`src/rtl/pyramid_downsampler_half_twothirds_macros.svh`:
```
// Assertion macros for the pyramid downsampler.
// Used by the top level only; needs a clock named aclk and reset aresetn in scope.
`ifndef PYRAMID_DOWNSAMPLER_HALF_TWOTHIRDS_MACROS_SVH
`define PYRAMID_DOWNSAMPLER_HALF_TWOTHIRDS_MACROS_SVH

`ifndef SYNTHESIS
`define PDHT_ASSERT(lbl, prop, msg) \
    lbl: assert property (@(posedge aclk) disable iff (!aresetn) (prop)) else $error(msg);
`define PDHT_ASSERT_IMPL(lbl, ante, cons, msg) \
    lbl: assert property (@(posedge aclk) disable iff (!aresetn) (ante) |-> (cons)) \
        else $error(msg);
`else
`define PDHT_ASSERT(lbl, prop, msg)
`define PDHT_ASSERT_IMPL(lbl, ante, cons, msg)
`endif

`endif

```
`src/rtl/pdht_pkg.sv`:
```
// Shared types and constants of the pyramid downsampler.
// No dependencies; the RTL modules other than pdht_line_ram refer to it by scoped names.
`default_nettype none

package pdht_pkg;

    localparam int MAX_WIDTH  = 2048;
    localparam int MAX_HEIGHT = 4096;

    localparam int PIX_W  = 8;
    localparam int COL_W  = $clog2(MAX_WIDTH);
    localparam int EW_W   = $clog2(MAX_WIDTH + 1);
    localparam int ROW_W  = 12;
    localparam int EH_W   = 13;
    localparam int DX_W   = 11;
    localparam int DY_W   = 12;
    localparam int SUM_W  = 12;

    localparam int SRC_WIDTH_W  = 12;
    localparam int SRC_HEIGHT_W = 13;
    localparam int CFG_IDX_W    = 2;
    localparam int CFG_DATA_W   = 13;

    localparam logic [CFG_IDX_W-1:0] CFG_MODE   = 2'd0;
    localparam logic [CFG_IDX_W-1:0] CFG_WIDTH  = 2'd1;
    localparam logic [CFG_IDX_W-1:0] CFG_HEIGHT = 2'd2;

    localparam int MIN_DIM = 3;
    localparam logic [EW_W-1:0] EW_RESET = EW_W'((640 > MAX_WIDTH) ? MAX_WIDTH : 640);
    localparam logic [EH_W-1:0] EH_RESET = EH_W'(480);

    // last phase of a block along one axis
    localparam logic [1:0] PH_LAST_HALF  = 2'd1;
    localparam logic [1:0] PH_LAST_THIRD = 2'd2;

    // x/9 as (x * 3641) >> 15, exact for x < 32768
    localparam int DIV9_W = 12;
    localparam logic [DIV9_W-1:0] DIV9_MUL = 12'd3641;
    localparam int DIV9_SHIFT = 15;
    localparam int HALF_SHIFT = 2;

    localparam int NUM_LANES = 4;
    localparam int LANE_W    = 2;
    localparam logic [LANE_W-1:0] LAST_LANE_HALF  = 2'd0;
    localparam logic [LANE_W-1:0] LAST_LANE_THIRD = 2'd3;

    typedef enum logic [1:0] {
        RES_NONE,
        RES_HALF,
        RES_THIRD
    } res_kind_t;

    typedef struct packed {
        logic              we1;
        logic              re1;
        logic              we2;
        logic              re2;
        logic [COL_W-1:0]  addr;
        logic [PIX_W-1:0]  wdata;
    } mem_req_t;

    typedef struct packed {
        logic              valid;
        res_kind_t         kind;
        logic [PIX_W-1:0]  pixel;
        logic [PIX_W-1:0]  held0;
        logic [PIX_W-1:0]  held1;
        logic [DX_W-1:0]   dx;
        logic [DY_W-1:0]   dy;
        logic              eof;
    } s1_t;

    typedef struct packed {
        logic              valid;
        res_kind_t         kind;
        logic [SUM_W-1:0]  sum0;
        logic [SUM_W-1:0]  sum1;
        logic [SUM_W-1:0]  sum2;
        logic [SUM_W-1:0]  sum3;
        logic [DX_W-1:0]   dx;
        logic [DY_W-1:0]   dy;
        logic              eof;
    } s2_t;

endpackage

`default_nettype wire

```
`src/rtl/pdht_outq.sv`:
```
// Output stage: divides the block sums and sends the one or four results
// of a block one transfer at a time. Uses pdht_pkg.
`default_nettype none

module pdht_outq (
    input  wire logic                        aclk,
    input  wire logic                        aresetn,
    input  wire pdht_pkg::s2_t               s2,
    output logic                             s2_ready,
    output logic                             m_valid,
    input  wire logic                        m_ready,
    output logic [pdht_pkg::PIX_W-1:0]       m_out_pixel,
    output logic [pdht_pkg::DX_W-1:0]        m_dest_x,
    output logic [pdht_pkg::DY_W-1:0]        m_dest_y,
    output logic                             m_last_of_item,
    output logic                             m_end_of_frame
);

    localparam int PIX_W  = pdht_pkg::PIX_W;
    localparam int LANE_W = pdht_pkg::LANE_W;

    logic                        b_valid_reg;
    logic [LANE_W-1:0]           idx_reg, last_reg, last_next;
    logic [PIX_W-1:0]            val_reg [pdht_pkg::NUM_LANES];
    logic [PIX_W-1:0]            val_next [pdht_pkg::NUM_LANES];
    logic [pdht_pkg::DX_W-1:0]   dx_reg;
    logic [pdht_pkg::DY_W-1:0]   dy_reg;
    logic                        eof_reg;
    logic                        take, at_last, done, load;

    function automatic logic [PIX_W-1:0] div9(input logic [pdht_pkg::SUM_W-1:0] sum);
        logic [pdht_pkg::SUM_W+pdht_pkg::DIV9_W-1:0] prod;
        prod = {{pdht_pkg::DIV9_W{1'b0}}, sum}
             * {{pdht_pkg::SUM_W{1'b0}}, pdht_pkg::DIV9_MUL};
        return prod[pdht_pkg::DIV9_SHIFT +: PIX_W];
    endfunction

    assign take     = b_valid_reg && m_ready;
    assign at_last  = idx_reg == last_reg;
    assign done     = take && at_last;
    assign s2_ready = !b_valid_reg || done;
    assign load     = s2.valid && s2_ready;

    always_comb begin
        case (s2.kind)
            pdht_pkg::RES_THIRD: begin
                last_next   = pdht_pkg::LAST_LANE_THIRD;
                val_next[0] = div9(s2.sum0);
                val_next[1] = div9(s2.sum1);
                val_next[2] = div9(s2.sum2);
                val_next[3] = div9(s2.sum3);
            end
            default: begin
                last_next   = pdht_pkg::LAST_LANE_HALF;
                val_next[0] = s2.sum0[pdht_pkg::HALF_SHIFT +: PIX_W];
                val_next[1] = '0;
                val_next[2] = '0;
                val_next[3] = '0;
            end
        endcase
    end

    always_ff @(posedge aclk) begin
        if (!aresetn) begin
            b_valid_reg <= 1'b0;
            idx_reg     <= '0;
        end else if (load) begin
            b_valid_reg <= 1'b1;
            idx_reg     <= '0;
        end else if (done) begin
            b_valid_reg <= 1'b0;
        end else if (take) begin
            idx_reg <= idx_reg + 1'b1;
        end
    end

    always_ff @(posedge aclk) begin
        if (load) begin
            val_reg  <= val_next;
            last_reg <= last_next;
            dx_reg   <= s2.dx;
            dy_reg   <= s2.dy;
            eof_reg  <= s2.eof;
        end
    end

    // lane order: top left, top right, bottom left, bottom right
    assign m_valid        = b_valid_reg;
    assign m_out_pixel    = val_reg[idx_reg];
    assign m_dest_x       = dx_reg + pdht_pkg::DX_W'(idx_reg[0]);
    assign m_dest_y       = dy_reg + pdht_pkg::DY_W'(idx_reg[1]);
    assign m_last_of_item = at_last;
    assign m_end_of_frame = eof_reg && at_last;

endmodule

`default_nettype wire

```
`config.mk`:
```
export PLATFORM = sky130hd
export DESIGN_NAME = pdht_outq
export DESIGN_NICKNAME = d
export VERILOG_FILES = /design/src/rtl/pyramid_downsampler_half_twothirds_macros.svh /design/src/rtl/pdht_pkg.sv /design/src/rtl/pdht_outq.sv
export SDC_FILE = /design/constraint.sdc
export NUM_CORES = 1
export LEC_CHECK = 0
export BUFFER_PORTS_ARGS = -buffer_cell sky130_fd_sc_hd__buf_2
export CAP_MARGIN = 20
export CELL_PAD_IN_SITES_DETAIL_PLACEMENT = 0
export CELL_PAD_IN_SITES_GLOBAL_PLACEMENT = 1
export CORE_ASPECT_RATIO = 1.25
export CORE_MARGIN = 4
export CORE_UTILIZATION = 49
export DETAILED_ROUTE_END_ITERATION = 8
export PLACE_DENSITY = 0.95
export SETUP_SLACK_MARGIN = 0.2
export SLEW_MARGIN = 25
export SYNTH_ARGS = -nofsm -noshare
export SYNTH_HDL_FRONTEND = slang
export SYNTH_SLANG_ARGS = --single-unit
```
`constraint.sdc`:
```
create_clock -name aclk -period 6.7 [get_ports aclk]
set_clock_uncertainty 0.15 [all_clocks]
set_input_delay 1.005 -clock aclk [delete_from_list [all_inputs] [get_ports aclk]]
set_output_delay 1.005 -clock aclk [all_outputs]
set_load 0.02 [all_outputs]
```
---- Word-level counts from Yosys, hierarchy flattened ----
Index checks and enable logic that the tools add are counted.
cells by class
  add/sub/neg operators ................... 3
  muxes and demuxes ....................... 7
  equality and inequality tests ........... 2
  order comparisons ....................... 1
  bitwise operators ....................... 3
  reductions and logical operators ........ 9
  multipliers ............................. 4
operator list
  kind                      number
  $mul A12 B12 Y23 const B  4
  $mux W32                  1
  $bmux W8 S2               1
  $mux W8                   2
  $add A12 B1 Y12           1
  $add A11 B1 Y11           1
  $logic_and A1 B1 Y1       4
  $ge A3 B3 Y1 const B      1
  $not A2 Y3                1
  $add A2 B1 Y2 const B     1
  $eq A2 B2 Y1              1
  $eq A2 B2 Y1 const B      1
  $mux W1                   2
  $mux W2                   1
  $not A1 Y1                2
  $reduce_and A2 Y1         1
  $reduce_bool A2 Y1        1
  $reduce_or A2 Y1          1
  $logic_not A1 Y1          1
  $logic_or A1 B1 Y1        1
storage, ports and cells
  logic and storage cells ................. 39
  input bits .............................. 78
  register bits after elaboration ......... 61
  output and inout port bits .............. 35

---- Depth between registers and ports, before layout ----
  depth after elaboration ................. 5
  depth in mapped cells ................... 19
  mapped depth without buffers ............ 19

---- Least setup slack after synthesis ----
No wires, ideal clock.
  path type ............................... in2reg
  start point ............................. in s2[61] (netlist bit)
  end point ............................... reg val_reg[30] (netlist bit), data pin
  setup time .............................. 0.268 ns
  path slack .............................. 1.150 ns
  cell stages on the path ................. 19
  arrival time ............................ 5.132 ns
  buffers on the path ..................... 0
  data required time ...................... 6.282 ns
  cells stage by stage .................... inv_1 > fa_1 > inv_1 > ha_1 > inv_1 > fa_1 > inv_1 > fa_1 > inv_1 > fa_1 > inv_1 > ha_1 > nand4_1 > a21oi_1 > a311o_1 > a211o_4 > o2111ai_4 > and3_1 > o31ai_2
RTL lines
  what                  line             RTL
  start, declared       pdht_outq.sv:8   input wire pdht_pkg::s2_t s2,
  end signal, assigned  pdht_outq.sv:79  val_reg <= val_next;
  end, declared         pdht_outq.sv:24  logic [PIX_W-1:0] val_reg [pdht_pkg::NUM_LANES];

---- Worst setup path after layout ----
  start point ............................. in s2[31] (netlist bit)
  end point ............................... reg val_reg[7] (netlist bit), data pin
between the ends
  cells in the longest elaborated chain, start to end .. 1
ends and longest elaborated chain
  what              line             RTL
  $mul A12 B12 Y23  pdht_outq.sv:34  * {{pdht_pkg::SUM_W{1'b0}}, pdht_pkg::DIV9_MUL};
Every way passes these cells.
A chain may end at the register's enable or synchronous reset.

==> summary.txt <==
setup TNS: 0 ps
GP Congestion: 0.916
Avg Cell Area, Syn: 10.2 sq um
final instance area: 11800 sq um
RSZ-0062 raised after global routing: false
Worst Setup SP: s2[31]
Wirelength per Cell: 14.8 um
fmax: 177 MHz
critical path type: in2reg
die height: 173 um
Antenna Cells: 0
ys async rst share: 0
Period minus WS final: 5640 ps
Via density: 5.15
Largest register FFs: 32
crit share post-route: 0.841
sequential cell area fraction in the yosys report: 0.167
post-cts hold buffer count: 0
Hold Path Class: reg2reg
Post-synth EDFFs: 57
Slew HR: 0.507
post-synth top area share: 0.312
TritonCTS clock tree: yes
post_cts resized: 0
critical path launch point type: primary input
hpwl dp: 19.4 mm
Clock Pin Slew Worst Setup and Hold Paths: 60 ps
status: completed
die area: 24100 sq um
worst path cell trace: buf_2, inv_1, fa_1, inv_1, ha_1, inv_1, fa_1, inv_1, fa_1, inv_1, fa_1, inv_1, ha_1, nand3_1, o22ai_1, nor3_1, a211oi_1, o21ai_0, a21boi_0, o31ai_1
FF-to-FF setup slack: 4120 ps
static leakage: 6.34 nW
GR Util All Layers: 0.184
Power Dens Cells: 326 nW/um^2
max-cap violations: 0
clock insertion delay at the later pin of the skew report: 320 ps
PortBufs: 112
vias: 7438
H-tree levels: 3
largest net degree at the start of global routing: 59
clk sinks: 60
placeable core region: 21500 sq um
area delta synth->final: 11.5%
DIE WIDTH: 140 um
Slew @ Worst Pin: 739 ps
row count: 60
CP max FO: 4
CP Capture Type: register
Yosys warning count: 0
Post-Syn Instances: 1041
drt first pass iters: 4
Primary FF master, synth: edfxtp_1
CTS Root Cell: clkbuf_16
Reg2Reg Depth: 7
Post CTS Setup Buffer Count: 0
max-slew violation count: 0
DRT iter0 DRCs: 285
TritonCTS buffer count: 9
initial core utilization: 0.495
Post-DRT Antenna Nets: 0
DP Worst Slack: 684 ps
DP Area: 11500 sq um
Hold Vio Cnt, Final: 0
final setup margin: 1060 ps
Setup Viol. Count Final: 0
vias in the first global route: 7998
synth unique cells: 52
CP max stage delay: 530 ps
flops & latches, synth: 60
clock buffer depth: 2
crit-path most repeated cell: inv_1
CP required: 6620 ps
Synth area leaders: ha_1 (31%), fa_1 (22%), edfxtp_1 (16%)
IO Count: 113
NumNets Final: 1621
grt total ovfl: 0
Reg-to-Reg Start: idx_reg[0]
CP endpoint: val_reg[7]
FF-to-FF End: idx_reg[1]
post-layout util: 0.552
Critical-path top delay cell: fa_1
initial antenna violation count: 0
Peak VDD IR: 0.000174 V
first-pass GRT wire length: 37.1 mm
Mapped Nets: 1503
drt drc: 0
area leader, netlist: ha_1
crit path DAT: 5560 ps
total wire length: 21.4 mm
share of layout cells above drive strength 1: 0.128
Mapped Area: 10600 sq um
==> worst max-delay path: cells and delay by family <==
family,cells,cell delay (ps)
compound gates,5,1270
fa+ha+maj,6,2650
buf+inv,7,430
simple gates,2,190
==> area by class of cell <==
cell class / count / area, sq um
clock inverter: 7 / 83.8
fill: 1908 / 9620
timing repair buffer: 114 / 576
sequential: 60 / 1770
inverter: 278 / 1040
multi-input combinational: 696 / 7800
tap: 279 / 349
clock buffer: 9 / 225
==> cells in the final DEF, fill, tap and decap left out, drive strengths merged, types with 5 or more instances in the layout <==
cell type and instances:
fa 119, mux4 8, a21oi 32, o21ai 15, o211ai 6, ha 265, a211oi 5, xnor2 40
clkbuf 9, nor2 29, nand4 11, nand3 31, inv 281, o31ai 5, xor2 14, a211o 5
buf 114, a21o 11, and3 7, a31oi 7, edfxtp 57, nor3 18, nand2 32
==> cells in the mapped netlist (all sizes together), types with 8 or more instances <==
cell	n
nand2	32
nand3	31
inv	278
a21oi	32
mux4	8
xnor2	40
fa	119
o21ai	15
xor2	14
nor3	18
a21o	11
nor2	29
nand4	11
edfxtp	57
ha	265
==> report_power, final <==
part | internal, mW | switching [mW] | leakage [nW] | total, mW
logic | 1.24 | 1.63 | 5.61 | 2.87
registers | 0.496 | 0.0276 | 0.584 | 0.524
clock network | 0.294 | 0.171 | 0.149 | 0.465
==> layer usage <==
metal / up-vias / part of all wire / track usage / routed length (um)
li1: 3677 / - / - / -
met1: 3609 / 0.42 / 0.225 / 8910
met2: 134 / 0.54 / 0.353 / 11500
met3: 18 / 0.038 / 0.0210 / 811
met4: 0 / 0.0095 / 0.0279 / 203
met5: - / 0 / 0 / 0
==> how the worst min path moves through the flow <==
stage	startpoint	endpoint	slack, ps	depth (start not counted)
final	m_valid	m_valid	470	2
after global routing	m_valid	m_valid	510	2
after CTS	m_valid	m_valid	480	2
after detailed placement	m_valid	m_valid	470	2
after global placement	m_valid	m_valid	450	2
after floorplan	last_reg[0]	idx_reg[1]	470	2
==> stage by stage <==
step	std cells	hold WS, ps	power, mW
floorplan	1041	474	2.74
global placement	1427	446	3.34
detailed placement	1427	472	3.42
CTS	1443	478	3.92
global route	1443	514	4.39
finish	1443	472	3.86
==> logic make-up (layout without fill, tap and decap cells) <==
logic type,count (synthesis),in the layout,share of synthesized area
buf+inv,285,408,0.101
mux,9,9,0.0179
compound gates,102,102,0.0666
fa+ha+maj,384,384,0.536
flops,60,60,0.167
simple gates,147,147,0.0675
xor+xnor,54,54,0.0445
Power figures use the tool's default switching activity.
