**src/rtl/pyramid_downsampler_half_twothirds_macros.svh**
```systemverilog
// Assertion macros for the pyramid downsampler.
// Used by the top level only; needs a clock named aclk and reset aresetn in scope.
`ifndef PYRAMID_DOWNSAMPLER_HALF_TWOTHIRDS_MACROS_SVH
`define PYRAMID_DOWNSAMPLER_HALF_TWOTHIRDS_MACROS_SVH

`ifndef SYNTHESIS
`define PDHT_ASSERT(lbl, prop, msg) \
    lbl: assert property (@(posedge aclk) disable iff (!aresetn) (prop)) else $error(msg);
`define PDHT_ASSERT_IMPL(lbl, ante, cons, msg) \
    lbl: assert property (@(posedge aclk) disable iff (!aresetn) (ante) |-> (cons)) \
        else $error(msg);
`else
`define PDHT_ASSERT(lbl, prop, msg)
`define PDHT_ASSERT_IMPL(lbl, ante, cons, msg)
`endif

`endif

```
**src/rtl/pdht_pkg.sv**
```systemverilog
// Shared types and constants of the pyramid downsampler.
// No dependencies; the RTL modules other than pdht_line_ram refer to it by scoped names.
`default_nettype none

package pdht_pkg;

    localparam int MAX_WIDTH  = 2048;
    localparam int MAX_HEIGHT = 4096;

    localparam int PIX_W  = 8;
    localparam int COL_W  = $clog2(MAX_WIDTH);
    localparam int EW_W   = $clog2(MAX_WIDTH + 1);
    localparam int ROW_W  = 12;
    localparam int EH_W   = 13;
    localparam int DX_W   = 11;
    localparam int DY_W   = 12;
    localparam int SUM_W  = 12;

    localparam int SRC_WIDTH_W  = 12;
    localparam int SRC_HEIGHT_W = 13;
    localparam int CFG_IDX_W    = 2;
    localparam int CFG_DATA_W   = 13;

    localparam logic [CFG_IDX_W-1:0] CFG_MODE   = 2'd0;
    localparam logic [CFG_IDX_W-1:0] CFG_WIDTH  = 2'd1;
    localparam logic [CFG_IDX_W-1:0] CFG_HEIGHT = 2'd2;

    localparam int MIN_DIM = 3;
    localparam logic [EW_W-1:0] EW_RESET = EW_W'((640 > MAX_WIDTH) ? MAX_WIDTH : 640);
    localparam logic [EH_W-1:0] EH_RESET = EH_W'(480);

    // last phase of a block along one axis
    localparam logic [1:0] PH_LAST_HALF  = 2'd1;
    localparam logic [1:0] PH_LAST_THIRD = 2'd2;

    // x/9 as (x * 3641) >> 15, exact for x < 32768
    localparam int DIV9_W = 12;
    localparam logic [DIV9_W-1:0] DIV9_MUL = 12'd3641;
    localparam int DIV9_SHIFT = 15;
    localparam int HALF_SHIFT = 2;

    localparam int NUM_LANES = 4;
    localparam int LANE_W    = 2;
    localparam logic [LANE_W-1:0] LAST_LANE_HALF  = 2'd0;
    localparam logic [LANE_W-1:0] LAST_LANE_THIRD = 2'd3;

    typedef enum logic [1:0] {
        RES_NONE,
        RES_HALF,
        RES_THIRD
    } res_kind_t;

    typedef struct packed {
        logic              we1;
        logic              re1;
        logic              we2;
        logic              re2;
        logic [COL_W-1:0]  addr;
        logic [PIX_W-1:0]  wdata;
    } mem_req_t;

    typedef struct packed {
        logic              valid;
        res_kind_t         kind;
        logic [PIX_W-1:0]  pixel;
        logic [PIX_W-1:0]  held0;
        logic [PIX_W-1:0]  held1;
        logic [DX_W-1:0]   dx;
        logic [DY_W-1:0]   dy;
        logic              eof;
    } s1_t;

    typedef struct packed {
        logic              valid;
        res_kind_t         kind;
        logic [SUM_W-1:0]  sum0;
        logic [SUM_W-1:0]  sum1;
        logic [SUM_W-1:0]  sum2;
        logic [SUM_W-1:0]  sum3;
        logic [DX_W-1:0]   dx;
        logic [DY_W-1:0]   dy;
        logic              eof;
    } s2_t;

endpackage

`default_nettype wire

```
**src/rtl/pdht_calc.sv**
```systemverilog
// Second stage: column taps of the line RAM read data and block sums,
// weighted in two-thirds mode. Uses pdht_pkg.
`default_nettype none

module pdht_calc (
    input  wire logic                        aclk,
    input  wire logic                        aresetn,
    input  wire pdht_pkg::s1_t               s1,
    input  wire logic [pdht_pkg::PIX_W-1:0]  rdata1,
    input  wire logic [pdht_pkg::PIX_W-1:0]  rdata2,
    input  wire logic                        s2_ready,
    output logic                             s1_adv,
    output pdht_pkg::s2_t                    s2
);

    localparam int SUM_W = pdht_pkg::SUM_W;

    // tap a = column c-1, tap b = column c-2 of the row being read
    logic [pdht_pkg::PIX_W-1:0] t1a_reg, t1b_reg, t2a_reg, t2b_reg;
    pdht_pkg::s2_t              s2_reg, s2_next;
    logic                       s2_adv, s1_has_res;

    function automatic logic [SUM_W-1:0] wsum(
        input logic [pdht_pkg::PIX_W-1:0] corner,
        input logic [pdht_pkg::PIX_W-1:0] edge_a,
        input logic [pdht_pkg::PIX_W-1:0] edge_b,
        input logic [pdht_pkg::PIX_W-1:0] mid
    );
        logic [SUM_W-1:0] acc;
        acc = (SUM_W'(corner) << 2) + ((SUM_W'(edge_a) + SUM_W'(edge_b)) << 1)
            + SUM_W'(mid);
        return acc;
    endfunction

    assign s1_has_res = s1.kind != pdht_pkg::RES_NONE;
    assign s2_adv     = s2_reg.valid && s2_ready;
    assign s1_adv     = s1.valid && (!s1_has_res || !s2_reg.valid || s2_ready);

    always_comb begin
        s2_next       = s2_reg;
        s2_next.valid = 1'b1;
        s2_next.kind  = s1.kind;
        s2_next.dx    = s1.dx;
        s2_next.dy    = s1.dy;
        s2_next.eof   = s1.eof;
        if (s1.kind == pdht_pkg::RES_THIRD) begin
            s2_next.sum0 = wsum(t1b_reg, t1a_reg, t2b_reg, t2a_reg);
            s2_next.sum1 = wsum(rdata1,  t1a_reg, rdata2,  t2a_reg);
            s2_next.sum2 = wsum(s1.held0, s1.held1, t2b_reg, t2a_reg);
            s2_next.sum3 = wsum(s1.pixel, s1.held1, rdata2,  t2a_reg);
        end else begin
            s2_next.sum0 = SUM_W'(t1a_reg) + SUM_W'(rdata1) + SUM_W'(s1.held1)
                         + SUM_W'(s1.pixel);
            s2_next.sum1 = '0;
            s2_next.sum2 = '0;
            s2_next.sum3 = '0;
        end
    end

    always_ff @(posedge aclk) begin
        if (s1_adv) begin
            t1b_reg <= t1a_reg;
            t1a_reg <= rdata1;
            t2b_reg <= t2a_reg;
            t2a_reg <= rdata2;
        end
    end

    always_ff @(posedge aclk) begin
        if (!aresetn) begin
            s2_reg.valid <= 1'b0;
        end else if (s1_adv && s1_has_res) begin
            s2_reg <= s2_next;
        end else if (s2_adv) begin
            s2_reg.valid <= 1'b0;
        end
    end

    assign s2 = s2_reg;

endmodule

`default_nettype wire

```
**config.mk**
```make
export PLATFORM = sky130hd
export DESIGN_NAME = pdht_calc
export DESIGN_NICKNAME = d
export VERILOG_FILES = /design/src/rtl/pyramid_downsampler_half_twothirds_macros.svh /design/src/rtl/pdht_pkg.sv /design/src/rtl/pdht_calc.sv
export SDC_FILE = /design/constraint.sdc
export NUM_CORES = 1
export LEC_CHECK = 0
export ABC_AREA = 1
export BUFFER_PORTS_ARGS = -buffer_cell sky130_fd_sc_hd__buf_2
export CAP_MARGIN = 0
export CORE_MARGIN = 2
export CORE_UTILIZATION = 57
export CTS_CLUSTER_DIAMETER = 40
export DETAILED_ROUTE_END_ITERATION = 7
export GPL_ROUTABILITY_DRIVEN = 0
export HOLD_SLACK_MARGIN = 0.08
export PLACE_DENSITY = 0.93
export SYNTH_ARGS = -nofsm -noshare
export SYNTH_HDL_FRONTEND = slang
export SYNTH_SLANG_ARGS = --single-unit
```
**constraint.sdc**
```tcl
create_clock -name aclk -period 5.6 [get_ports aclk]
set_input_delay 0.84 -clock aclk [delete_from_list [all_inputs] [get_ports aclk]]
set_output_delay 0.84 -clock aclk [all_outputs]
set_load 0.02 [all_outputs]
```
* Yosys cells after proc, flatten, opt, wreduce, memory -nomap -nowiden
Cells that the tools add are included.
** Storage, ports and cells
- Flip-flop bits (word level) :: 107
- Bits in latches :: 0
- Memory bits (writable) :: 0
- Bits in read-only memories :: 0
- Input port bits :: 70
- Output and inout port bits :: 76
- Word-level logic and storage cells :: 42
- Memories kept :: 0
** Operators by class
- $add $sub $neg :: 15
- $mul :: 0
- Divide/modulo/power cells :: 0
- $lt $le $gt $ge :: 0
- Equal/unequal tests :: 1
- Shift operators :: 0
- Muxes and demuxes :: 3
- Bitwise gates (word level) :: 0
- Reduce and logical (&&, ||, !) cells :: 10
** Operators by type and width (count)
- $add 11x8->12 :: 4
- $mux 48 :: 1
- $add 8x8->9 :: 5
- $add 10x10->11 :: 4
- $add 10x8->11 :: 1
- $add 9x8->10 :: 1
- $reduce_bool 2->1 :: 2
- $logic_and 1x1->1 :: 3
- $eq 2x2->1 const B :: 1
- $logic_not 1->1 :: 2
- $logic_or 1x1->1 :: 2
- $mux 1 :: 2
- $reduce_and 2->1 :: 1

* Longest topological paths before layout
- Depth in word-level cells :: 7
- Depth in mapped cells :: 18

* Least setup slack after synthesis
Ideal clock, no wire load.
- Kind :: input to register
- From :: in s2_ready
- To :: reg s2_reg, in the netlist s2[0] (enable)
- Setup time :: 502 ps
- Arrival time :: 4042 ps
- Setup slack :: 1055 ps
- Stages :: 4
- Cell sequence :: inv_1 nand2_1 nand3_1 nor2_1
** Between the ends
- Longest elaborated chain between the ends :: 4
** Ends and longest elaborated chain
- start, declared :: line pdht_calc.sv:11 : input wire logic s2_ready,
- $logic_or 1x1->1 :: line pdht_calc.sv:37 : assign s1_adv = s1.valid && (!s1_has_res || !s2_reg.valid || s2_ready);
- $logic_and 1x1->1 :: line pdht_calc.sv:37
- $logic_and 1x1->1 :: line pdht_calc.sv:72 : end else if (s1_adv && s1_has_res) begin
- $reduce_and 2->1 (no source line)
- end signal, assigned :: line pdht_calc.sv:73 : s2_reg <= s2_next;
- end, declared :: line pdht_calc.sv:20 : pdht_pkg::s2_t s2_reg, s2_next;
Every way passes these cells.
A chain may end at the register's enable or synchronous reset.

* Worst setup path in the final report
- From :: in s1[24] (netlist name)
- To :: reg s2_reg, in the netlist s2[33], data pin
** Between the ends
- Longest elaborated chain between the ends :: 3
** Ends and longest elaborated chain
- start, declared :: line pdht_calc.sv:8 : input wire pdht_pkg::s1_t s1,
- $add 8x8->9 :: line pdht_calc.sv:30 : acc = (SUM_W'(corner) << 2) + ((SUM_W'(edge_a) + SUM_W'(edge_b)) << 1)
- $add 10x10->11 :: line pdht_calc.sv:30
- $add 11x8->12 :: line pdht_calc.sv:31 : + SUM_W'(mid);
Every way passes these cells.

==> results.toml <==
[status]
status = "finished clean"

[drt]
avgRoutedWirePerCell_um = 15.61
first_pass_iters = 5
first_iter_violations = 417
drc = 0
viasPerCell = 5.398
wl_um = 18040
antenna_left = 0
vias = 6240

[yosys]
ys_top_cells_by_area = "edfxtp_1 (40%), ha_1 (14%), fa_1 (12%)"
synth_flop_cell = "edfxtp_1"
yosys-top-cells-count = "nand2_1 (190), inv_1 (154), edfxtp_1 (104), ha_1 (85)"
synth_largest_area_cell = "edfxtp_1"
synth_cell_type_count = 33
ys_seq_area_share_pct = 40.18
synthesis.nets = 1029
syn_avg_cell_area_um2 = 9.470
synth_top_area_share_pct = 39.92
synth.most_common_cell = "nand2_1"
synthArstFlopShare_pct = 0
syn-instance-count = 826
synth-edff-count = 104
ys_seq_elements = 105
synth-warning-count = 0
synthesis.area_um2 = 7823

[die]
chipWidth_um = 121.2
dieArea_um2 = 14680
initial_core_util_pct = 58.61
rows = 42
io_pins = 146
die_height_um = 121.2
coreArea_um2 = 13350

[min_path]
hold_class = "flip-flop to flip-flop"

[power]
power_w = 0.002837
p_leak_nw = 4.530
seqPwrFrac_pct = 34.1
internal-power_w = 0.001751
p_sw_w = 0.001086
power_density_nw_per_um2 = 314.2
p_comb_share_pct = 44.3
vdd_drop_max_v = 0.0001828
netSwitchingFraction_pct = 38.28
p_clk_share_pct = 21.6

[timing]
fin_worst_skew_ps = 8.843
slew_headroom_pct = 32.32
hold_violations = 0
rsz0062_at_grt = "false"
fin_crit_ps = 3550
drv_slew = 0
finalSetupViolations = 0
setup_tns_ps = 0
tightest_slew_ps = 1013
period_share_pct = 63.40
max_freq_mhz = 281.7

[global_route]
grt_max_degree = 39
grt_pass1_vias = 6228
grtUsageTotal_pct = 25.45
grt_overflow = 0
antenna_found_initial = 0
grt_first_pass_wirelength_um = 28800

[clock_tree]
ctsResizeCount = 0
clock_latency_ps = 360
cts_setup_buffers = 0
clk_pin_slew_ps = 60
clockRootBuffer = "clkbuf_16"
numCtsBuffers = 9
cts_tree = "yes"
clk_path_buf_depth = 2
numClockSinks = 105
htreeDepth = 3
cts_hold_buf = 0

[worst_setup_path]
critPathRequiredTime_ps = 5710
crit_buf_inv = 2
crit_family = "adder cells"
worst_setup_path_end_kind = "flip-flop"
worst_setup_path_start_kind = "input port"
path_cells = "buf_2 > ha_1 > fa_1 > nand3_1 > nand2_1 > a21oi_1 > xnor2_1 > fa_1 > ha_1 > nand2_1 > inv_1 > a21oi_1 > nand3_1 > nand2_1 > nor2_1"
cp_data_arrival_time_ps = 3660
slowest_delay_ps = 450
crit_fanout = 6
criticalPathCategory = "input port to flip-flop"
crit_top_cell = "nand2_1"
slowest_stage = "fa_1"

[layout]
syn_to_final_growth_pct = 15.44
largest_reg_flops = 73
multi_input_comb_area_um2 = 4069
layout-drive-gt1-share_pct = 17.86
fillers = 994
nets = 1180
antenna_cells = 0
regArea_um2 = 3143

[flow_run]
drv_cap = 0

[place]
io_buffers = 145
hpwl_um = 14090
==> worst paths after layout <==
path,start,endpoint,slack (ps),cells after the start
max,s1[24],s2[33]$_SDFFCE_PN0P_,2050,15
min,t2a_reg[0]$_DFFE_PP_,t2b_reg[0]$_DFFE_PP_,460,0
max reg2reg,t1a_reg[1]$_DFFE_PP_,s2[69]$_DFFE_PP_,2220,15
min reg2reg,t2a_reg[0]$_DFFE_PP_,t2b_reg[0]$_DFFE_PP_,460,0
==> power groups by stage <==
stage / clock network (W) / logic (W) / registers (W)
after floorplan: 0 / 0.000886 / 0.00102
after global placement: 0 / 0.00117 / 0.000982
after detailed placement: 0 / 0.00123 / 0.000983
after CTS: 0.000616 / 0.00125 / 0.000967
after global routing: 0.000644 / 0.00143 / 0.000971
final: 0.000614 / 0.00126 / 0.000967
==> metrics by stage <==
stage / cell area [µm²] / util [%] / setup WS, ps / hold slack [ps] / std cells
floorplan: 7823 / - / 1055 / 426.4 / 826
global placement: 8755 / 65.59 / 1871 / 435.1 / 1142
detailed placement: 8755 / 65.59 / 1787 / 436.9 / 1142
CTS: 9030 / 67.65 / 2086 / 452.0 / 1156
global route: 9030 / 67.65 / 1894 / 456.5 / 1156
finish: 9030 / 67.65 / 2050 / 456.6 / 1156
==> layer usage <==
metal	track usage (%)	up-vias	part of all wire (%)
met1	30.59	2902	40
met5	0	-	0
met4	12.86	0	3.9
met2	43.79	280	49
li1	-	3000	-
met3	4.699	58	7.8
==> logic make-up (layout without fill, tap and decap cells) <==
logic type | after synthesis | after routing | synth area share [%]
XOR/XNOR | 24 | 24 | 2.687
buffers and inverters | 162 | 316 | 8.093
AO/OA/AOI/OAI | 86 | 86 | 6.094
flip-flops | 105 | 105 | 40.18
adder cells (fa/ha/maj) | 133 | 133 | 25.88
AND/OR/NAND/NOR | 316 | 316 | 17.07
==> final cells by class <==
| class | instances | share of cell area [%] |
|---|---|---|
| timing repair buffer | 147 | 8.203 |
| clock inverter | 4 | 0.5127 |
| sequential | 105 | 34.81 |
| tap | 176 | 2.439 |
| multi-input combinational | 559 | 45.06 |
| inverter | 155 | 6.443 |
| clock buffer | 10 | 2.536 |
==> worst reg2reg max path, stage by stage (launching register included) <==
cell      delay (ps)
edfxtp_1         480
inv_1            170
fa_1             510
o21ai_2          240
nand2_1          110
nand3_1           80
nand2_1           50
nand2_1           70
fa_1             420
ha_1             380
nand2_1          120
inv_1             50
a21oi_1          200
nand3_1          110
nand3_1          100
nand2_1           50
==> layout by cell type (no fill, tap or decap), types with 4 or more instances in the layout <==
cell,netlist,final
clkbuf_16,0,9
o21ai_2,4,4
xnor2_1,11,11
nor2_1,46,45
a21oi_1,56,56
nand2_1,190,190
xor2_1,13,13
o21bai_1,5,5
buf_2,2,145
fa_1,48,48
ha_1,85,85
o21ai_0,11,11
edfxtp_1,104,104
nand4_1,7,7
nand3_1,56,56
inv_1,154,154
(Power assumes the default switching activity.)
