### config.mk
export PLATFORM = sky130hd
export DESIGN_NAME = pdht_front
export DESIGN_NICKNAME = d
export VERILOG_FILES = /design/src/rtl/pyramid_downsampler_half_twothirds_macros.svh /design/src/rtl/pdht_pkg.sv /design/src/rtl/pdht_front.sv
export SDC_FILE = /design/constraint.sdc
export NUM_CORES = 1
export LEC_CHECK = 0
export BUFFER_PORTS_ARGS = -buffer_cell sky130_fd_sc_hd__buf_2
export CAP_MARGIN = 25
export CORE_UTILIZATION = 55
export CTS_BUF_LIST = sky130_fd_sc_hd__clkbuf_8 sky130_fd_sc_hd__clkbuf_16
export CTS_CLUSTER_SIZE = 20
export DETAILED_ROUTE_END_ITERATION = 10
export PLACE_DENSITY = 0.77
export SYNTH_ARGS = -nofsm -noshare
export SYNTH_HDL_FRONTEND = slang
export SYNTH_SLANG_ARGS = --single-unit
### constraint.sdc
create_clock -name aclk -period 4.7 [get_ports aclk]
set_input_delay 0.235 -clock aclk [delete_from_list [all_inputs] [get_ports aclk]]
set_output_delay 0.235 -clock aclk [all_outputs]
set_load 0.05 [all_outputs]
### src/rtl/pyramid_downsampler_half_twothirds_macros.svh
// Assertion macros for the pyramid downsampler.
// Used by the top level only; needs a clock named aclk and reset aresetn in scope.
`ifndef PYRAMID_DOWNSAMPLER_HALF_TWOTHIRDS_MACROS_SVH
`define PYRAMID_DOWNSAMPLER_HALF_TWOTHIRDS_MACROS_SVH

`ifndef SYNTHESIS
`define PDHT_ASSERT(lbl, prop, msg) \
    lbl: assert property (@(posedge aclk) disable iff (!aresetn) (prop)) else $error(msg);
`define PDHT_ASSERT_IMPL(lbl, ante, cons, msg) \
    lbl: assert property (@(posedge aclk) disable iff (!aresetn) (ante) |-> (cons)) \
        else $error(msg);
`else
`define PDHT_ASSERT(lbl, prop, msg)
`define PDHT_ASSERT_IMPL(lbl, ante, cons, msg)
`endif

`endif

### src/rtl/pdht_pkg.sv
// Shared types and constants of the pyramid downsampler.
// No dependencies; the RTL modules other than pdht_line_ram refer to it by scoped names.
`default_nettype none

package pdht_pkg;

    localparam int MAX_WIDTH  = 2048;
    localparam int MAX_HEIGHT = 4096;

    localparam int PIX_W  = 8;
    localparam int COL_W  = $clog2(MAX_WIDTH);
    localparam int EW_W   = $clog2(MAX_WIDTH + 1);
    localparam int ROW_W  = 12;
    localparam int EH_W   = 13;
    localparam int DX_W   = 11;
    localparam int DY_W   = 12;
    localparam int SUM_W  = 12;

    localparam int SRC_WIDTH_W  = 12;
    localparam int SRC_HEIGHT_W = 13;
    localparam int CFG_IDX_W    = 2;
    localparam int CFG_DATA_W   = 13;

    localparam logic [CFG_IDX_W-1:0] CFG_MODE   = 2'd0;
    localparam logic [CFG_IDX_W-1:0] CFG_WIDTH  = 2'd1;
    localparam logic [CFG_IDX_W-1:0] CFG_HEIGHT = 2'd2;

    localparam int MIN_DIM = 3;
    localparam logic [EW_W-1:0] EW_RESET = EW_W'((640 > MAX_WIDTH) ? MAX_WIDTH : 640);
    localparam logic [EH_W-1:0] EH_RESET = EH_W'(480);

    // last phase of a block along one axis
    localparam logic [1:0] PH_LAST_HALF  = 2'd1;
    localparam logic [1:0] PH_LAST_THIRD = 2'd2;

    // x/9 as (x * 3641) >> 15, exact for x < 32768
    localparam int DIV9_W = 12;
    localparam logic [DIV9_W-1:0] DIV9_MUL = 12'd3641;
    localparam int DIV9_SHIFT = 15;
    localparam int HALF_SHIFT = 2;

    localparam int NUM_LANES = 4;
    localparam int LANE_W    = 2;
    localparam logic [LANE_W-1:0] LAST_LANE_HALF  = 2'd0;
    localparam logic [LANE_W-1:0] LAST_LANE_THIRD = 2'd3;

    typedef enum logic [1:0] {
        RES_NONE,
        RES_HALF,
        RES_THIRD
    } res_kind_t;

    typedef struct packed {
        logic              we1;
        logic              re1;
        logic              we2;
        logic              re2;
        logic [COL_W-1:0]  addr;
        logic [PIX_W-1:0]  wdata;
    } mem_req_t;

    typedef struct packed {
        logic              valid;
        res_kind_t         kind;
        logic [PIX_W-1:0]  pixel;
        logic [PIX_W-1:0]  held0;
        logic [PIX_W-1:0]  held1;
        logic [DX_W-1:0]   dx;
        logic [DY_W-1:0]   dy;
        logic              eof;
    } s1_t;

    typedef struct packed {
        logic              valid;
        res_kind_t         kind;
        logic [SUM_W-1:0]  sum0;
        logic [SUM_W-1:0]  sum1;
        logic [SUM_W-1:0]  sum2;
        logic [SUM_W-1:0]  sum3;
        logic [DX_W-1:0]   dx;
        logic [DY_W-1:0]   dy;
        logic              eof;
    } s2_t;

endpackage

`default_nettype wire

### src/rtl/pdht_front.sv
// Input side: configuration registers, raster counters, held pixels,
// line RAM requests and the first pipeline stage. Uses pdht_pkg.
`default_nettype none

module pdht_front (
    input  wire logic                               aclk,
    input  wire logic                               aresetn,
    input  wire logic                               cfg_valid,
    input  wire logic [pdht_pkg::CFG_IDX_W-1:0]     cfg_index,
    input  wire logic [pdht_pkg::CFG_DATA_W-1:0]    cfg_data,
    input  wire logic                               s_valid,
    output logic                                    s_ready,
    input  wire logic [pdht_pkg::PIX_W-1:0]         s_pixel,
    input  wire logic                               s1_adv,
    output pdht_pkg::s1_t                           s1,
    output pdht_pkg::mem_req_t                      mem_req
);

    localparam int COL_W = pdht_pkg::COL_W;
    localparam int ROW_W = pdht_pkg::ROW_W;
    localparam int EW_W  = pdht_pkg::EW_W;
    localparam int EH_W  = pdht_pkg::EH_W;

    logic                        mode_reg;
    logic [EW_W-1:0]             ew_reg, ew_next;
    logic [EH_W-1:0]             eh_reg, eh_next;
    logic [COL_W-1:0]            col_reg;
    logic [ROW_W-1:0]            row_reg;
    logic [1:0]                  col_ph_reg, row_ph_reg;
    logic [pdht_pkg::DX_W-1:0]   dx_reg;
    logic [pdht_pkg::DY_W-1:0]   dy_reg;
    logic [pdht_pkg::PIX_W-1:0]  held0_reg, held1_reg;
    pdht_pkg::s1_t               s1_reg, s1_next;

    logic                              accept, cfg_hit;
    logic [1:0]                        ph_last, step;
    logic [COL_W:0]                    col_inc, col_span;
    logic [ROW_W:0]                    row_inc, row_span;
    logic                              row_end, frame_end, col_tail, row_tail;
    logic [pdht_pkg::SRC_WIDTH_W-1:0]  w_in;
    logic [pdht_pkg::SRC_HEIGHT_W-1:0] h_in;

    assign accept  = s_valid && s_ready;
    assign s_ready = !s1_reg.valid || s1_adv;
    assign ph_last = mode_reg ? pdht_pkg::PH_LAST_THIRD : pdht_pkg::PH_LAST_HALF;
    assign step    = ph_last;

    assign col_inc   = {1'b0, col_reg} + 1'b1;
    assign row_inc   = {1'b0, row_reg} + 1'b1;
    assign row_end   = col_inc >= (COL_W+1)'(ew_reg);
    assign frame_end = row_inc >= (ROW_W+1)'(eh_reg);
    // block is the last one along an axis when at most a block's span remain
    assign col_span  = {1'b0, col_reg} + (COL_W+1)'(ph_last) + 1'b1;
    assign row_span  = {1'b0, row_reg} + (ROW_W+1)'(ph_last) + 1'b1;
    assign col_tail  = col_span >= (COL_W+1)'(ew_reg);
    assign row_tail  = row_span >= (ROW_W+1)'(eh_reg);

    assign w_in = cfg_data[pdht_pkg::SRC_WIDTH_W-1:0];
    assign h_in = cfg_data[pdht_pkg::SRC_HEIGHT_W-1:0];

    always_comb begin
        ew_next = ew_reg;
        eh_next = eh_reg;
        cfg_hit = 1'b0;
        if (cfg_valid) begin
            unique case (cfg_index)
                pdht_pkg::CFG_MODE: begin
                    cfg_hit = 1'b1;
                end
                pdht_pkg::CFG_WIDTH: begin
                    cfg_hit = 1'b1;
                    if (int'(w_in) < pdht_pkg::MIN_DIM) begin
                        ew_next = EW_W'(pdht_pkg::MIN_DIM);
                    end else if (int'(w_in) > pdht_pkg::MAX_WIDTH) begin
                        ew_next = EW_W'(pdht_pkg::MAX_WIDTH);
                    end else begin
                        ew_next = EW_W'(w_in);
                    end
                end
                pdht_pkg::CFG_HEIGHT: begin
                    cfg_hit = 1'b1;
                    if (int'(h_in) < pdht_pkg::MIN_DIM) begin
                        eh_next = EH_W'(pdht_pkg::MIN_DIM);
                    end else if (int'(h_in) > pdht_pkg::MAX_HEIGHT) begin
                        eh_next = EH_W'(pdht_pkg::MAX_HEIGHT);
                    end else begin
                        eh_next = EH_W'(h_in);
                    end
                end
                default: begin
                    cfg_hit = 1'b0;
                end
            endcase
        end
    end

    always_comb begin
        s1_next       = s1_reg;
        s1_next.valid = 1'b1;
        s1_next.pixel = s_pixel;
        s1_next.held0 = held0_reg;
        s1_next.held1 = held1_reg;
        s1_next.dx    = dx_reg;
        s1_next.dy    = dy_reg;
        s1_next.eof   = col_tail && row_tail;
        if (col_ph_reg == ph_last && row_ph_reg == ph_last) begin
            s1_next.kind = mode_reg ? pdht_pkg::RES_THIRD : pdht_pkg::RES_HALF;
        end else begin
            s1_next.kind = pdht_pkg::RES_NONE;
        end
    end

    // two-thirds: rows 0/1 of a block fill the stores, row 2 reads both
    always_comb begin
        mem_req.addr  = col_reg;
        mem_req.wdata = s_pixel;
        mem_req.we1   = accept && row_ph_reg == 2'd0;
        mem_req.we2   = accept && mode_reg && row_ph_reg == 2'd1;
        mem_req.re1   = accept && row_ph_reg == ph_last;
        mem_req.re2   = accept && mode_reg && row_ph_reg == ph_last;
    end

    always_ff @(posedge aclk) begin
        if (!aresetn) begin
            mode_reg   <= 1'b0;
            ew_reg     <= pdht_pkg::EW_RESET;
            eh_reg     <= pdht_pkg::EH_RESET;
            col_reg    <= '0;
            row_reg    <= '0;
            col_ph_reg <= '0;
            row_ph_reg <= '0;
            dx_reg     <= '0;
            dy_reg     <= '0;
            held0_reg  <= '0;
            held1_reg  <= '0;
        end else if (cfg_hit) begin
            if (cfg_index == pdht_pkg::CFG_MODE) begin
                mode_reg <= cfg_data[0];
            end
            ew_reg     <= ew_next;
            eh_reg     <= eh_next;
            col_reg    <= '0;
            row_reg    <= '0;
            col_ph_reg <= '0;
            row_ph_reg <= '0;
            dx_reg     <= '0;
            dy_reg     <= '0;
            held0_reg  <= '0;
            held1_reg  <= '0;
        end else if (accept) begin
            held0_reg <= held1_reg;
            held1_reg <= s_pixel;
            if (row_end) begin
                col_reg    <= '0;
                col_ph_reg <= '0;
                dx_reg     <= '0;
                if (frame_end) begin
                    row_reg    <= '0;
                    row_ph_reg <= '0;
                    dy_reg     <= '0;
                end else begin
                    row_reg <= row_inc[ROW_W-1:0];
                    if (row_ph_reg == ph_last) begin
                        row_ph_reg <= '0;
                        dy_reg     <= dy_reg + pdht_pkg::DY_W'(step);
                    end else begin
                        row_ph_reg <= row_ph_reg + 2'd1;
                    end
                end
            end else begin
                col_reg <= col_inc[COL_W-1:0];
                if (col_ph_reg == ph_last) begin
                    col_ph_reg <= '0;
                    dx_reg     <= dx_reg + pdht_pkg::DX_W'(step);
                end else begin
                    col_ph_reg <= col_ph_reg + 2'd1;
                end
            end
        end
    end

    always_ff @(posedge aclk) begin
        if (!aresetn) begin
            s1_reg.valid <= 1'b0;
        end else if (accept) begin
            s1_reg <= s1_next;
        end else if (s1_adv) begin
            s1_reg.valid <= 1'b0;
        end
    end

    assign s1 = s1_reg;

endmodule

`default_nettype wire

* Word level (Yosys, flattened, before mapping)
Index checks and enable logic that the tools add are counted.
** Word-level totals
- Register bits :: 143
- Output and inout bits :: 75
** Operators by class
- Add/subtract/negate cells :: 10
- Order comparisons :: 8
- Equality and inequality tests :: 5
- Muxes and demuxes :: 19
- Bitwise operators :: 1
- Reductions and logical operators :: 24
** Operators by type and width (number)
- $mux W12 :: 5
- $mux W11 :: 3
- $ge A13 B13 Y1 :: 2
- $mux W13 :: 2
- $ge A12 B12 Y1 :: 2
- $add A12 B1 Y13 const B :: 1
- $add A12 B2 Y13 :: 1
- $add A13 B1 Y13 const B :: 1
- $gt A13 B13 Y1 const B :: 1
- $lt A13 B2 Y1 const B :: 1
- $add A11 B1 Y12 const B :: 1
- $add A11 B2 Y12 :: 1
- $add A12 B1 Y12 const B :: 1
- $add A12 B2 Y12 :: 1
- $gt A12 B12 Y1 const B :: 1
- $lt A12 B2 Y1 const B :: 1
- $add A11 B2 Y11 :: 1
- $mux W2 :: 5
- $reduce_and A3 Y1 :: 3
- $logic_and A1 B1 Y1 :: 8
- $reduce_and A2 Y1 :: 4
- $reduce_bool A2 Y1 :: 3
- $add A2 B1 Y2 const B :: 2
- $eq A2 B1 Y1 const B :: 2
- 9 further kinds :: 14

* Longest topological paths before layout
Gate-level depths: netlist of the first run.
- Depth in word-level cells :: 5
- Depth in mapped cells :: 15
- Depth with buffers taken out :: 14

* Least setup slack after synthesis of the first run
No wires, ideal clock.
- Path type :: register to register
- Start :: register col_reg[0]
- End :: register row_reg[9]
- Library setup time :: 0.117 ns
- Arrival time :: 3.456 ns
- Required time :: 4.583 ns
- Slack :: 1.128 ns
- Stages on the path, launching flop included :: 15
- Buffers on the path :: 2
- Cells stage by stage :: dfxtp_1 ha_1 nand3_1 or2_2 clkbuf_1 nor2_1 xor2_1 ha_1 a21oi_1 a21boi_0 o31ai_1 o21a_4 nor2_8 buf_8 a22o_1
** On the way
- Longest elaborated chain between the ends :: 3
** RTL lines
- from (decl) :: RTL line pdht_front.sv:27 : logic [COL_W-1:0] col_reg;
- from (signal assigned) :: RTL line pdht_front.sv:171 : col_reg <= col_inc[COL_W-1:0];
- $add A11 B1 Y12 :: RTL line pdht_front.sv:48 : assign col_inc = {1'b0, col_reg} + 1'b1;
- $ge A12 B12 Y1 :: RTL line pdht_front.sv:50 : assign row_end = col_inc >= (COL_W+1)'(ew_reg);
- $reduce_and A2 Y1 (no line)
- to (signal assigned) :: RTL line pdht_front.sv:162 : row_reg <= row_inc[ROW_W-1:0];
- to (decl) :: RTL line pdht_front.sv:28 : logic [ROW_W-1:0] row_reg;
Every way passes these cells.
A chain may end at the register's enable or synchronous reset.

* Final worst setup path of the first run
- Start :: register row_reg[4]
- End :: register row_reg[2]
** On the way
- Longest elaborated chain between the ends :: 3
** RTL lines
- $add A12 B1 Y13 :: RTL line pdht_front.sv:49 : assign row_inc = {1'b0, row_reg} + 1'b1;
- $ge A13 B13 Y1 :: RTL line pdht_front.sv:51 : assign frame_end = row_inc >= (ROW_W+1)'(eh_reg);
- $mux W12 :: RTL line pdht_front.sv:157 : if (frame_end) begin
Every way passes these cells.

==> results of run 1 <==
power by group:
part           internal, uW  total (uW)  leakage [uW]  switching [uW]
logic                  67.8         258       0.00226             190
registers              1310        1320       0.00123            12.9
clock network           826        1350      0.000297             523
total                  2200        2930       0.00379             725
per-layer routing:
metal / track usage / vias to the layer above / routed length (um)
li1: - / 2970 / -
met2: 0.392 / 207 / 7580
met4: 0.0891 / 0 / 316
met1: 0.329 / 2773 / 7640
met5: 0 / - / 0
met3: 0.0523 / 26 / 980
cells by family after synthesis:
group / synth area share
and+or+nand+nor: 0.185
AOI/OAI and AO/OA: 0.137
DFF: 0.442
buffers and inverters: 0.0546
adders and majority gates: 0.112
xor gates and xnor gates: 0.0667
muxes: 0.00263
layout by cell type, fill, tap and decap left out, drive strengths merged, types with 5 or more instances in the layout:
| cell | n |
|---|---|
| and2 | 6 |
| clkinv | 5 |
| nor3b | 5 |
| edfxtp | 50 |
| ha | 62 |
| nand3 | 31 |
| nand3b | 5 |
| o21ai | 36 |
| a22o | 14 |
| xor2 | 35 |
| nand2 | 85 |
| a21boi | 5 |
| buf | 108 |
| a211oi | 5 |
| nor2 | 66 |
| dfxtp | 93 |
| nand4 | 14 |
| xnor2 | 23 |
| and3 | 16 |
| nor3 | 18 |
| inv | 52 |
| a21o | 12 |
| a21oi | 45 |
| clkbuf | 19 |
| nor2b | 17 |
through the flow:
step / utilization / total power [uW] / area, um^2
6_report: 0.658 / 2930 / 8780
5_1_grt: 0.658 / 3030 / 8780
4_1_cts: 0.658 / 2950 / 8780
3_5_place_dp: 0.613 / 1600 / 8180
3_3_place_gp: 0.610 / 1600 / 8140
2_1_floorplan: - / 1540 / 7610
worst max-delay path: cells and delay by family (launching register included):
family	cells	cell delay, ps
fa+ha+maj	1	300
xor+xnor	1	200
compound gates	4	990
flops	1	500
simple gates	6	1810
cell type report:
| class | count | area (um^2) |
|---|---|---|
| Clock inverter | 13 | 136 |
| Timing Repair Buffer | 108 | 576 |
| Inverter | 48 | 180 |
| Clock buffer | 19 | 464 |
| Tap cell | 176 | 220 |
| Multi-Input combinational cell | 563 | 3840 |
| Fill cell | 1080 | 4570 |
| Sequential cell | 143 | 3360 |
cell usage after synthesis (17+ instances only):
| library cell | count | area (um^2) |
|---|---|---|
| xor2_1 | 35 | 307 |
| edfxtp_1 | 50 | 1500 |
| clkbuf_1 | 27 | 101 |
| dfxtp_1 | 93 | 1860 |
| a21oi_1 | 44 | 220 |
| ha_1 | 62 | 776 |
| inv_1 | 48 | 180 |
| nand2_1 | 84 | 315 |
| nand3_1 | 31 | 155 |
| xnor2_1 | 23 | 201 |
| o21ai_0 | 35 | 175 |
| nor2_1 | 65 | 244 |
| nor2b_1 | 17 | 106 |
| nor3_1 | 17 | 85.1 |
worst max-delay path by stage:
stage          slack, ps    endpoint  startpoint  cells past startpoint
4_1_cts              910  row_reg[2]  row_reg[4]                     12
5_1_grt              510   dx_reg[1]  col_reg[0]                     14
6_report             830  row_reg[2]  row_reg[4]                     12
3_5_place_dp         940  row_reg[2]  row_reg[4]                     12
2_1_floorplan       1130  row_reg[9]  col_reg[0]                     14
3_3_place_gp         830   dx_reg[0]  col_reg[0]                     12
==> flow_summary.json, run 1 <==
{
  "cts.hold.buffers_added": 0,
  "cp-start-kind": "flip-flop",
  "drv_cap": 0,
  "post_cts_buffers": 0,
  "fmax_mhz": 258,
  "cp_common_cell": "nor2_1",
  "status": "finished clean",
  "slowest_stage": "a211o_1",
  "min_path_cells": 1,
  "place_hpwl_um": 11800,
  "hp-start": "s_pixel[5]",
  "synth_cell_types": 69,
  "dieArea_um2": 14300,
  "pre_cts_ws_ps": 936,
  "synth_edf_count": 50,
  "setup_tns_ps": 0,
  "antenna_found_initial": 0,
  "arrival_ps": 4230,
  "portBuffers": 102,
  "route.detailed.wl_per_inst_um": 15.4,
  "crit_chain": "nand4_1 > nor2_1 > nand3_1 > nor2_1 > xor2_1 > ha_1 > a21oi_2 > a21boi_1 > or4_4 > a211o_1 > nor2_8 > a22o_2",
  "grt.total_usage": 0.246,
  "grt.overflow.total": 0,
  "cp-end-kind": "flip-flop",
  "yosys_warnings": 0,
  "drt-initial-drc-count": 429,
  "first_pass_iters": 5,
  "insertion_delay_ps": 420,
  "core-area_um2": 13300,
  "synthesis.area_um2": 7610,
  "dp.cells": 1038,
  "cts-resized-gates": 0,
  "r2r_end": "row_reg[2]",
  "wl_um": 16500,
  "slowest_delay_ps": 590,
  "cts_tree": "built",
  "start_util": 0.570,
  "powerDensity_nw_per_um2": 334,
  "fp-row-count": 42,
  "grt_pass1_wl_um": 27500,
  "rsz0062_at_grt": "no",
  "final_antenna_net_count": 0,
  "syn_to_final_growth_pct": 15.3,
  "grt_pass1_vias": 5554,
  "gp_congestion": 0.871,
  "ir_drop_v": 0.000303,
  "nNetsFinal": 975,
  "clockBufferDepth": 2,
  "reg2reg_from": "row_reg[4]",
  "io_pins": 103,
  "worst_pin_slew_ps": 915,
  "clk_pin_slew_ps": 60,
  "h-tree-depth": 4,
  "grt_max_degree": 43,
  "clock_skew_ps": 9.76,
  "hold_class": "in2reg",
  "clock_sinks": 143,
  "drive_gt1_frac": 0.180,
  "drc": 0,
  "hold_ws_ps": 19.0,
  "synthArstFlopShare": 0,
  "final_cells": 1070,
  "syn_avg_cell_area_um2": 9.49,
  "die_h_um": 120,
  "path_max_fanout": 20,
  "largest_register_ffs": 51,
  "synth.yosys.seq_area_share": 0.442,
  "worst_ep_required_time_ps": 5060,
  "p_leak_uw": 0.00379,
  "period_share": 0.823,
  "synth_seq_cells": 143,
  "synth_nets": 896,
  "r2r_cells": 12,
  "diodes": 0,
  "vias": 5976,
  "timing.final.ws_setup_ps": 830,
  "final_max_slew_viol_count": 0,
  "synth_ff_type": "dfxtp_1",
  "finalSetupViolations": 0,
  "critPathKind": "reg2reg",
  "period_minus_slack_ps": 3870,
  "ff2ff_setup_slack_ps": 830,
  "cts_buffers": 17,
  "viasPerCell": 5.59,
  "whs_endpoint": "s1[45]",
  "slew_headroom": 0.388,
  "dieWidth_um": 120,
  "cts_root_buf": "clkbuf_16",
  "syn_inst": 802,
  "hold_viol": 0
}
Power figures use the tool's default switching activity.
==> inputs of run 2 (changes only) <==
- clock period: 4.7 -> 4.05 ns (I/O delays scaled with it)
==> flow_summary.json, run 2 (same netlist as run 1, synthesis figures left out) <==
{
  "status": "finished clean",
  "min_path_cells": 1,
  "reg2reg_from": "row_reg[4]",
  "dieWidth_um": 120,
  "grt.overflow.total": 0,
  "insertion_delay_ps": 420,
  "period_minus_slack_ps": 3630,
  "cts_tree": "built",
  "first_pass_iters": 5,
  "cp-end-kind": "flip-flop",
  "seq_power_share": 0.458,
  "vias": 5967,
  "fp-row-count": 42,
  "fillers": 1088,
  "powerDensity_nw_per_um2": 381,
  "grt_pass1_wl_um": 26900,
  "drt-initial-drc-count": 455,
  "finalSetupViolations": 0,
  "largest_register_ffs": 51,
  "path_max_fanout": 20,
  "cp-start-kind": "flip-flop",
  "clock_sinks": 143,
  "area.sequential_um2": 3360,
  "ir_drop_v": 0.000261,
  "clock_skew_ps": 8.66,
  "drive_gt1_frac": 0.179,
  "grt_pass1_vias": 5522,
  "portBuffers": 102,
  "fmax_mhz": 276,
  "most-common-layout-cells": "buf_2 (102), dfxtp_1 (93), nand2_1 (84)",
  "h-tree-depth": 4,
  "r2r_end": "row_reg[3]",
  "worst_pin_slew_ps": 867,
  "io_pins": 103,
  "final_antenna_net_count": 0,
  "final_max_slew_viol_count": 0,
  "gp_congestion": 0.847,
  "p_leak_uw": 0.00379,
  "drv_cap": 0,
  "start_util": 0.570,
  "die_h_um": 120,
  "power.share.clock": 0.453,
  "switching_share": 0.253,
  "grt.total_usage": 0.237,
  "nNetsFinal": 980,
  "finish.utilization": 0.659,
  "route.detailed.wl_per_inst_um": 15.0,
  "period_share": 0.896,
  "rsz0062_at_grt": "no",
  "diodes": 0,
  "viasPerCell": 5.55,
  "r2r_cells": 12,
  "p_comb_frac": 0.089,
  "core-area_um2": 13300,
  "dieArea_um2": 14300,
  "multi_input_area_um2": 3840,
  "slew_headroom": 0.421,
  "clockBufferDepth": 2,
  "clk_pin_slew_ps": 60,
  "hold_class": "in2reg",
  "internal_power_uw": 2500,
  "drc": 0,
  "antenna_found_initial": 0,
  "grt_max_degree": 35,
  "worst_ep_required_time_ps": 4410,
  "hp-start": "s_pixel[7]",
  "post_cts_buffers": 0,
  "cts_buffers": 17,
  "p_sw_uw": 846,
  "syn_to_final_growth_pct": 15.5,
  "place_hpwl_um": 11700,
  "setup_tns_ps": 0,
  "hold_viol": 0,
  "whs_endpoint": "s1[47]",
  "cts_root_buf": "clkbuf_16",
  "final_common_cell": "buf_2",
  "arrival_ps": 3990,
  "critPathKind": "reg2reg",
  "ff2ff_setup_slack_ps": 420,
  "wl_um": 16200
}
==> run 2: routing by layer <==
metal  GRT usage  up-vias  wire [um]
li1            -     2971          -
met1       0.329     2789       7690
met2       0.371      183       7330
met3      0.0404       24        865
met4      0.0867        0        274
met5           0        -          0
==> run 2: worst max path at each step <==
stage	from	endpoint	slack, ps	cells past startpoint
2_1_floorplan	col_reg[0]	row_reg[9]	480	14
3_3_place_gp	row_reg[4]	row_reg[3]	400	12
3_5_place_dp	row_reg[4]	row_reg[6]	320	12
4_1_cts	row_reg[4]	row_reg[3]	280	12
5_1_grt	row_reg[4]	dy_reg[11]	60	12
6_report	row_reg[4]	row_reg[3]	420	12
==> run 2: power by group through the flow <==
stage                     sequential [uW]  combinational [uW]  clock [uW]
final                                1530                 299        1520
after global routing                 1540                 325        1590
after CTS                            1530                 300        1530
after detailed placement             1560                 295           0
after global placement               1560                 289           0
after floorplan                      1630                 148           0
==> run 2: what timing repair did <==
| item | 4_1_cts | 5_1_grt |
|---|---|---|
| hold buffers | 4 | 0 |
| endpoints found under the setup margin | 0 | 14 |
| resized for setup | 0 | 1 |
| hold endpoints to repair | 4 | 0 |
==> run 2: through the flow <==
stage | hold WS [ps] | worst slack, ps | cell area (um^2) | power [uW] | std cells
after floorplan | 301 | 478 | 7610 | 1780 | 802
after global placement | 412 | 396 | 8160 | 1850 | 1038
after detailed placement | 414 | 325 | 8180 | 1860 | 1039
after CTS | 0.435 | 284 | 8790 | 3360 | 1075
after global routing | 0.846 | 62.6 | 8790 | 3460 | 1075
final | 2.23 | 422 | 8790 | 3350 | 1075
==> run 2: area by class of cell <==
cell class	instances	share of cell area
clock buffers	17	0.0484
clock inverters	15	0.0169
inverters	48	0.0205
multi-input cells	563	0.437
flip-flops and latches	143	0.383
well taps	176	0.0250
repair buffers	113	0.0700
==> run 2: worst max-delay path, stage by stage (launching register included) <==
cell,delay (ps)
dfxtp_1,480
nand4_1,220
nor2_1,330
nand3_1,170
nor2_1,190
xor2_1,200
ha_1,290
a21oi_2,130
a21boi_1,70
or4_4,530
a211o_2,510
nor2_8,260
a22o_2,180
==> inputs of run 3 (changes only) <==
- CORE_MARGIN: unset -> 2
- MAX_ROUTING_LAYER: unset -> met4
==> flow_summary.json, run 3 (same netlist as run 1, synthesis figures left out) <==
{
  "status": "finished clean",
  "rsz0062_at_grt": "no",
  "path_max_fanout": 20,
  "portBuffers": 102,
  "most-common-layout-cells": "buf_2 (102), dfxtp_1 (93), nand2_1 (84)",
  "grt.overflow.total": 0,
  "dieWidth_um": 122,
  "internal_power_uw": 2530,
  "cts_buffers": 17,
  "finalSetupViolations": 0,
  "worst_ep_required_time_ps": 4420,
  "powerDensity_nw_per_um2": 384,
  "vias": 5968,
  "cp-end-kind": "flip-flop",
  "hold_viol": 0,
  "diodes": 0,
  "insertion_delay_ps": 420,
  "r2r_cells": 12,
  "final_max_slew_viol_count": 0,
  "ir_drop_v": 0.000231,
  "dp.cells": 1039,
  "hold_class": "in2reg",
  "p_comb_frac": 0.088,
  "wl_um": 16200,
  "p_leak_uw": 0.00381,
  "cts_root_buf": "clkbuf_16",
  "drc": 0,
  "fmax_mhz": 272,
  "antenna_found_initial": 0,
  "pre_cts_ws_ps": 303,
  "grt.total_usage": 0.235,
  "post_cts_buffers": 0,
  "clock_sinks": 143,
  "switching_share": 0.254,
  "grt_pass1_wl_um": 26700,
  "r2r_end": "row_reg[4]",
  "syn_to_final_growth_pct": 15.9,
  "period_minus_slack_ps": 3680,
  "drt-initial-drc-count": 435,
  "final_cells": 1076,
  "route.detailed.wl_per_inst_um": 15.1,
  "io_pins": 103,
  "grt_max_degree": 36,
  "largest_register_ffs": 51,
  "drive_gt1_frac": 0.182,
  "dieArea_um2": 14800,
  "start_util": 0.568,
  "h-tree-depth": 4,
  "clk_pin_slew_ps": 60,
  "drv_cap": 0,
  "clockBufferDepth": 2,
  "seq_power_share": 0.452,
  "cts_tree": "built",
  "final_antenna_net_count": 0,
  "cp-start-kind": "flip-flop",
  "final_common_cell": "buf_2",
  "hp-start": "s_pixel[0]",
  "reg2reg_from": "row_reg[4]",
  "min_path_cells": 1,
  "die_h_um": 122,
  "setup.worst_path.end": "row_reg[4]",
  "nNetsFinal": 981,
  "crit_start": "row_reg[4]",
  "slew_headroom": 0.427,
  "first_pass_iters": 5,
  "viasPerCell": 5.55,
  "period_share": 0.908,
  "p_sw_uw": 861,
  "core-area_um2": 13400,
  "worst_pin_slew_ps": 857,
  "grt_pass1_vias": 5473,
  "setup_tns_ps": 0,
  "critPathKind": "reg2reg",
  "ff2ff_setup_slack_ps": 370,
  "clock_skew_ps": 6.55,
  "fp-row-count": 42,
  "power.share.clock": 0.460,
  "place_hpwl_um": 11800,
  "hold_ws_ps": 18.0,
  "timing.final.ws_setup_ps": 371,
  "arrival_ps": 4050,
  "gp_congestion": 0.884
}
-- run 3: worst max-delay path, stage by stage, from the launching register on --
cell,delay (ps)
dfxtp_1,500
nand4_1,220
nor2_1,320
nand3_1,170
nor2_1,200
xor2_1,200
ha_1,290
a21oi_2,130
a21boi_1,70
or4_4,530
a211o_2,510
nor2_8,280
a22o_2,190
-- run 3: worst min path at each step --
| stage | end |
|---|---|
| after floorplan | s1[40] |
| after global placement | s1[46] |
| after detailed placement | s1[46] |
| after CTS | s1[40] |
| after global routing | s1[40] |
| final | s1[40] |
-- run 3: layer usage --
layer	global-route usage	routed length [um]	part of all wire
met1	0.315	7800	0.48
met2	0.365	7360	0.45
met3	0.0356	855	0.053
met4	0.0812	197	0.012
met5	-	0	0
-- run 3: final cells by class --
class                   count  area, um^2
fillers                  1051        4580
flip-flops and latches    143        3360
clock buffers              18         439
multi-input cells         563        3840
repair buffers            114         626
clock inverters            14         158
inverters                  48         180
well taps                 176         220
-- run 3: power by group through the flow --
stage,logic (uW),clock network (uW),registers (uW)
after floorplan,148,0,1630
after global placement,287,0,1560
after detailed placement,294,0,1560
after CTS,299,1580,1530
after global routing,325,1650,1540
final,299,1560,1530
-- run 3: repair_timing --
item                                    4_1_cts  5_1_grt
resized for setup                             0        1
endpoints found under the setup margin        0       14
hold endpoints to repair                      5        0
hold buffers                                  5        0
-- run 3: per-stage QoR --
stage / util / power [uW] / cell area [um^2]
3_5_place_dp: 0.610 / 1860 / 8180
6_report: 0.659 / 3390 / 8820
4_1_cts: 0.658 / 3410 / 8820
5_1_grt: 0.659 / 3510 / 8820
2_1_floorplan: - / 1780 / 7610
3_3_place_gp: 0.609 / 1850 / 8160
